--- src/hw/rtl/apps_pkg.sv ---
package apps_pkg;

    localparam int unsigned MAX_SAMPLES_DEF = 63;
    localparam int unsigned CORDIC_STEPS    = 20;
    localparam int unsigned STEP_W          = 5;
    localparam int unsigned NUM_W           = 40;
    localparam int unsigned QUOT_W          = 41;
    localparam int unsigned KMUL_STEPS      = 4;
    localparam logic signed [33:0] CORDIC_GAIN   = 34'sd652032874;
    localparam logic [57:0]        KANG          = 58'd183493156455125077;
    localparam logic [23:0]        SPACING_RESET = 24'd40960;

    typedef struct packed {
        logic signed [31:0] start_x;
        logic signed [31:0] start_y;
        logic [15:0]        start_heading;
        logic signed [31:0] curvature;
        logic [30:0]        arc_length;
    } t_in;

    typedef struct packed {
        logic signed [31:0] pos_x;
        logic signed [31:0] pos_y;
        logic [15:0]        heading;
        logic [47:0]        path_position;
        logic signed [31:0] sample_curvature;
        logic               last;
        logic               truncated;
    } t_out;

    typedef enum logic [3:0] {
        CMD_NONE,
        CMD_LOAD,
        CMD_SETUP,
        CMD_PLAN,
        CMD_EMIT_START,
        CMD_SMULX,
        CMD_SMULY,
        CMD_SFIN,
        CMD_MAG,
        CMD_ANGLE,
        CMD_NUMER,
        CMD_POSE,
        CMD_EMIT,
        CMD_FINISH
    } t_cmd;

    typedef struct packed {
        logic cordic_busy;
        logic kmul_busy;
        logic div_busy;
        logic out_free;
        logic first_item;
        logic none;
        logic curved;
        logic last;
    } t_status;

    function automatic logic [31:0] atan_turn(input logic [STEP_W-1:0] i);
        logic [31:0] v;
        case (i)
            5'd0:    v = 32'h20000000;
            5'd1:    v = 32'h12E4051E;
            5'd2:    v = 32'h09FB385B;
            5'd3:    v = 32'h051111D4;
            5'd4:    v = 32'h028B0D43;
            5'd5:    v = 32'h0145D7E1;
            5'd6:    v = 32'h00A2F61E;
            5'd7:    v = 32'h00517C55;
            5'd8:    v = 32'h0028BE53;
            5'd9:    v = 32'h00145F2F;
            5'd10:   v = 32'h000A2F98;
            5'd11:   v = 32'h000517CC;
            5'd12:   v = 32'h00028BE6;
            5'd13:   v = 32'h000145F3;
            5'd14:   v = 32'h0000A2FA;
            5'd15:   v = 32'h0000517D;
            5'd16:   v = 32'h000028BE;
            5'd17:   v = 32'h0000145F;
            5'd18:   v = 32'h00000A30;
            5'd19:   v = 32'h00000518;
            default: v = 32'h00000000;
        endcase
        return v;
    endfunction

    function automatic logic signed [31:0] sat32(input logic signed [41:0] v);
        logic signed [31:0] r;
        if (v > 42'sd2147483647) begin
            r = 32'sh7FFFFFFF;
        end else if (v < -42'sd2147483648) begin
            r = 32'sh80000000;
        end else begin
            r = v[31:0];
        end
        return r;
    endfunction

    function automatic logic [31:0] abs32(input logic signed [31:0] v);
        logic signed [31:0] n;
        n = -v;
        return v[31] ? n : v;
    endfunction

endpackage

--- src/hw/rtl/apps_ctrl.sv ---
module apps_ctrl
    import apps_pkg::*;
(
    input  logic    i_clk,
    input  logic    i_rst_n,
    input  logic    i_in_valid,
    input  t_status i_status,
    output logic    o_in_stall,
    output t_cmd    o_cmd
);

    typedef enum logic [16:0] {
        S_IDLE   = 17'h00001,
        S_SETUP  = 17'h00002,
        S_CORD0  = 17'h00004,
        S_PLAN   = 17'h00008,
        S_START  = 17'h00010,
        S_ST0    = 17'h00020,
        S_ST1    = 17'h00040,
        S_ST2    = 17'h00080,
        S_MAG    = 17'h00100,
        S_KMUL   = 17'h00200,
        S_ANGLE  = 17'h00400,
        S_CORD1  = 17'h00800,
        S_NUMER  = 17'h01000,
        S_DIV    = 17'h02000,
        S_POSE   = 17'h04000,
        S_EMIT   = 17'h08000,
        S_FINISH = 17'h10000
    } t_state;

    t_state r_state;
    t_state n_state;
    t_state sample_entry;

    assign sample_entry = i_status.curved ? S_MAG : S_ST0;

    always_comb begin
        n_state = r_state;
        o_cmd   = CMD_NONE;
        unique case (r_state)
            S_IDLE: begin
                if (i_in_valid) begin
                    o_cmd   = CMD_LOAD;
                    n_state = S_SETUP;
                end
            end
            S_SETUP: begin
                o_cmd   = CMD_SETUP;
                n_state = S_CORD0;
            end
            S_CORD0: begin
                if (!i_status.cordic_busy) begin
                    n_state = S_PLAN;
                end
            end
            S_PLAN: begin
                o_cmd   = CMD_PLAN;
                n_state = S_START;
            end
            S_START: begin
                if (!i_status.first_item || i_status.out_free) begin
                    if (i_status.first_item) begin
                        o_cmd = CMD_EMIT_START;
                    end
                    n_state = i_status.none ? S_FINISH : sample_entry;
                end
            end
            S_ST0: begin
                o_cmd   = CMD_SMULX;
                n_state = S_ST1;
            end
            S_ST1: begin
                o_cmd   = CMD_SMULY;
                n_state = S_ST2;
            end
            S_ST2: begin
                o_cmd   = CMD_SFIN;
                n_state = S_EMIT;
            end
            S_MAG: begin
                o_cmd   = CMD_MAG;
                n_state = S_KMUL;
            end
            S_KMUL: begin
                if (!i_status.kmul_busy) begin
                    n_state = S_ANGLE;
                end
            end
            S_ANGLE: begin
                o_cmd   = CMD_ANGLE;
                n_state = S_CORD1;
            end
            S_CORD1: begin
                if (!i_status.cordic_busy) begin
                    n_state = S_NUMER;
                end
            end
            S_NUMER: begin
                o_cmd   = CMD_NUMER;
                n_state = S_DIV;
            end
            S_DIV: begin
                if (!i_status.div_busy) begin
                    n_state = S_POSE;
                end
            end
            S_POSE: begin
                o_cmd   = CMD_POSE;
                n_state = S_EMIT;
            end
            S_EMIT: begin
                if (i_status.out_free) begin
                    o_cmd   = CMD_EMIT;
                    n_state = i_status.last ? S_FINISH : sample_entry;
                end
            end
            S_FINISH: begin
                o_cmd   = CMD_FINISH;
                n_state = S_IDLE;
            end
            default: begin
                n_state = S_IDLE;
            end
        endcase
    end

    always_ff @(posedge i_clk) begin
        if (!i_rst_n) begin
            r_state <= S_IDLE;
        end else begin
            r_state <= n_state;
        end
    end

    assign o_in_stall = (r_state != S_IDLE);

endmodule

--- config.mk ---
export PLATFORM = sky130hd
export DESIGN_NAME = apps_ctrl
export DESIGN_NICKNAME = d
export VERILOG_FILES = /design/src/hw/rtl/apps_pkg.sv /design/src/hw/rtl/apps_ctrl.sv
export SDC_FILE = /design/constraint.sdc
export NUM_CORES = 1
export LEC_CHECK = 0
export CAP_MARGIN = 15
export CELL_PAD_IN_SITES_DETAIL_PLACEMENT = 1
export CELL_PAD_IN_SITES_GLOBAL_PLACEMENT = 1
export CORE_MARGIN = 2
export CORE_UTILIZATION = 49
export DETAILED_ROUTE_END_ITERATION = 8
export DONT_BUFFER_PORTS = 1
export PLACE_DENSITY = 0.88
export SETUP_SLACK_MARGIN = 0.1
export SLEW_MARGIN = 20
export SYNTH_ARGS = -nofsm -noshare
export SYNTH_HDL_FRONTEND = slang
export SYNTH_SLANG_ARGS = --single-unit
--- constraint.sdc ---
create_clock -name i_clk -period 3.72 [get_ports i_clk]
set_clock_uncertainty 0.05 [all_clocks]
set_input_delay 0.558 -clock i_clk [delete_from_list [all_inputs] [get_ports i_clk]]
set_output_delay 0.558 -clock i_clk [all_outputs]
set_load 0.1 [all_outputs]
Yosys cells after proc, flatten, opt, wreduce, memory -nomap -nowiden --
Cells that the tools add are included.
Word-level totals: logic and storage cells 46, flip-flop bits (word level) 17, input bits 11, output and inout bits 5
Operators by class: equality and inequality tests 25, mux-type cells 16, reduce and logical (&&, ||, !) cells 4
Operator list (number):
- 17-bit one-hot mux with 15 select lines | 1
- 17-bit 2-to-1 mux | 9
- 4-bit one-hot mux with 13 select lines | 1
- 17-bit by 1-bit equality test with 1-bit output, second input constant | 1
- 17-bit by 10-bit equality test with 1-bit output, second input constant | 1
- 17-bit by 11-bit equality test with 1-bit output, second input constant | 1
- 17-bit by 12-bit equality test with 1-bit output, second input constant | 1
- 17-bit by 13-bit equality test with 1-bit output, second input constant | 1
- 17-bit by 14-bit equality test with 1-bit output, second input constant | 1
- 17-bit by 15-bit equality test with 1-bit output, second input constant | 1
- 17-bit by 16-bit equality test with 1-bit output, second input constant | 1
- 17-bit equality test, second input constant | 1
- 17-bit by 2-bit equality test with 1-bit output, second input constant | 1
- 17-bit by 3-bit equality test with 1-bit output, second input constant | 1
- 17-bit by 4-bit equality test with 1-bit output, second input constant | 1
- 17-bit by 5-bit equality test with 1-bit output, second input constant | 1
- 17-bit by 6-bit equality test with 1-bit output, second input constant | 1
- 17-bit by 7-bit equality test with 1-bit output, second input constant | 1
- 17-bit by 8-bit equality test with 1-bit output, second input constant | 1
- 17-bit by 9-bit equality test with 1-bit output, second input constant | 1
- 17-bit by 1-bit inequality test with 1-bit output, second input constant | 1
- 2-bit inequality test, second input constant | 7
- 9-bit 2-to-1 mux | 1
- 7-bit AND reduction | 1
- 6 further kinds | 7

Longest topological paths before layout --
depth after elaboration 4, depth in mapped cells 8, gate-level depth less buffers 7

Worst setup path after synthesis --
OpenSTA, ideal clock, no wires.
path type reg-to-output, start point reg r_state[13], end point out o_cmd[2], setup slack 0.317 ns, stages on the path, launching flop included 7, required time 3.112 ns, path buffers 1, arrival time 2.795 ns, cells stage by stage dfxtp_1 buf_6 nor4_4 nand4_1 nor3_1 a21oi_1 o221ai_1
Between the ends: longest elaborated chain between the ends 2, elaborated cells between the ends (all ways) 14, those cells by class eq/ne (13); mux (1)
RTL lines:
- start: declaration | RTL line apps_ctrl.sv:32 | t_state r_state;
- start signal: assignment | RTL line apps_ctrl.sv:132 | r_state <= n_state;
- 17-bit equality test (tied with other cells) | RTL line apps_ctrl.sv:41 | unique case (r_state)
- 4-bit one-hot mux with 13 select lines (*) | RTL line apps_ctrl.sv:41
- end: declaration | RTL line apps_ctrl.sv:9 | output t_cmd o_cmd
Mark *: on every way between the ends. The rest lies on a longest branch, timed or not.

Worst setup path after layout --
start point reg r_state[13], end point out o_cmd[3]
Same word-level chain as after synthesis.

==> results_dict.tcl <==
set metrics [dict create \
    cts_tree "yes" \
    yosysWarnings 0 \
    drc 0 \
    grt_max_degree 11 \
    antenna_cells 0 \
    cp.arrival_ns 2.51 \
    async_flop_share_pct 0 \
    largest_reg_flops 17 \
    first_global_vias 1213 \
    drive_above_1_share_pct 14.8 \
    synthTopCellsByCount "17 x dfxtp_1, 17 x nor2_1, 15 x nand2_1" \
    hold_violations 0 \
    layout.cells.non_filler 177 \
    wire_per_inst_um 20.0 \
    synth-seq-cells 17 \
    max_stage_delay_ns 0.42 \
    slew_headroom_pct 65.7 \
    rows 17 \
    critPathSlowestCell "nor4_4" \
    dieArea_um2 2820 \
    syn-mean-instance-area_um2 7.97 \
    fin_crit_ns 3.12 \
    drv_cap 0 \
    start_util_pct 52.3 \
    required_ns 3.11 \
    core_um2 2250 \
    dieWidth_um 53.1 \
    critPathMaxFanout 7 \
    port_buffers 0 \
    timing.final.setup_violations 0 \
    power_leakage_nw 0.462 \
    vias 1178 \
    setup_tns_ns 0 \
    clockBufferDepth 2 \
    ys_types 46 \
    critPathCaptureType "output port" \
    clkSlewWorstSetupHoldPaths_ns 0.11 \
    place_inst 173 \
    p_per_area_nw_per_um2 304 \
    register_area_um2 340 \
    cts_resized 0 \
    cts_made_buffers 3 \
    top_register "r_state" \
    synth_top_area_share_pct 28.8 \
    postCtsSetupBuffers 0 \
    multiInputGateArea_um2 768 \
    htreeDepth 1 \
    synthCells 148 \
    worstPathCellList "nor4_4, nand2_1, nor2_1, nand2_1, nor3_1, nand4b_1, buf_4" \
    gp_congestion 0.946 \
    status "completed" \
    gr-total-overflow 0 \
    netlist_top_cells_area "dfxtp_1 29%, nor2_1 5.4%, nand2_1 4.8%" \
    cts.hold.buffers_added 0 \
    wl_mm 3.53 \
    synthFlopType "dfxtp_1" \
    reg.largest.list "r_state x17" \
    ant_nets 0 \
    synth_top_cell_by_area "dfxtp_1" \
    clock_latency_ns 0.30 \
    numClockSinks 17 \
    drv_slew 0 \
    syn_to_final_growth_pct 3.61 \
    cp_num_buf_inv 1 \
    fmax_mhz 321 \
    worstSetupStartpointType "register" \
    grt_pass1_wl_mm 5.91 \
    hpwl_mm 2.72 \
    syn_nets 159 \
    grt_setup_unrepaired "no" \
    period_share_pct 83.9 \
    crit_family "simple AND/OR/NAND/NOR gates" \
    fillers 308 \
    antenna_found_initial 0 \
    max-vdd-ir-drop_mv 0.177 \
    synth-edff-count 0 \
    drt_iter0_markers 40 \
    critical_path_class "reg -> out" \
    cts-root-buf "clkbuf_4" \
    ioPinCount 16 \
    final_nets 161 \
    firstDrtPassIters 4 \
    drt-vias-per-instance 6.66 \
    track_usage_pct 29.2 \
    dieHeight_um 53.1 \
    synth_area_um2 1180 \
    yosysSeqAreaShare_pct 28.8 \
    tightest_slew_ns 0.514 \
    min_path_type "in -> reg" \
    path_common_cell "nand2_1" \
]
worst reg2reg max path: stages (launching register included):
cell	delay [ns]
dfxtp_1	0.42
nor4_4	0.39
nand2_2	0.15
nor4_2	0.45
inv_2	0.36
o22a_1	0.33
nand3_2	0.19
nor4_1	0.08
layout make-up:
type                    instances  area share [%]
well taps                      28            2.87
inverters                       6            1.84
multi-input cells             118            62.8
clock buffers                   4            2.15
repair buffers                  4            2.46
flip-flops and latches         17            27.8
cells by family after synthesis:
group                  synth area share [%]
buffers and inverters                  6.57
XOR/XNOR                               3.71
AND/OR/NAND/NOR                        45.4
flip-flops                             28.8
AO/OA/AOI/OAI                          15.5
metal layers:
| metal | global-route usage [%] | share of wire [%] |
|---|---|---|
| met1 | 38.6 | 43 |
| met2 | 47.5 | 47 |
| met3 | 6.78 | 9.1 |
| met4 | 7.26 | 0.54 |
| met5 | 0 | 0 |
metrics by stage:
step,instance area (um^2),util [%],power [W],hold slack [ns],setup WS [ns]
2_1_floorplan,1180,-,0.000253,0.463,0.317
3_5_place_dp,1200,53.1,0.000267,0.526,0.950
6_report,1220,54.2,0.000371,0.269,0.601
5_1_grt,1220,54.2,0.000389,0.250,0.385
4_1_cts,1220,54.2,0.000375,0.255,0.594
3_3_place_gp,1200,53.1,0.000265,0.490,0.930
where the power goes:
| group | switching, W | internal, W | leakage (nW) |
|---|---|---|---|
| Sequential | 0.00000252 | 0.000185 | 0.137 |
| Combinational | 0.0000611 | 0.0000158 | 0.310 |
| Clock | 0.0000656 | 0.0000418 | 0.0150 |
| Total | 0.000129 | 0.000242 | 0.462 |
final timing paths:
path,from,to,slack [ns],cells after the start
worst max register to register,r_state[5],r_state[12],1.18,7
worst max-delay path,r_state[13],o_cmd[3],0.60,7
worst min-delay path,i_status[1],r_state[5],0.27,1
worst min register to register,r_state[11],r_state[12],0.54,2
placed cells by master (no fill, tap or decap), types with 2 or more instances in the layout:
master,Yosys,final
nor2b_1,5,5
nor4b_1,3,3
dfxtp_1,17,17
nor4_1,7,7
nand4_1,3,3
nand2_2,2,2
nand3b_1,2,2
and4_1,2,2
clkbuf_4,0,3
nor2_1,17,17
inv_1,5,5
nor4_4,2,2
nor3_1,9,9
nor4_2,2,2
buf_4,3,4
a21oi_1,3,3
nor3_2,2,2
nand2b_1,3,3
nand3_1,5,5
xor2_1,4,4
o21ai_0,5,5
o21a_1,4,4
a211o_1,2,2
nand2_1,15,15
Power figures use the tool's default switching activity.
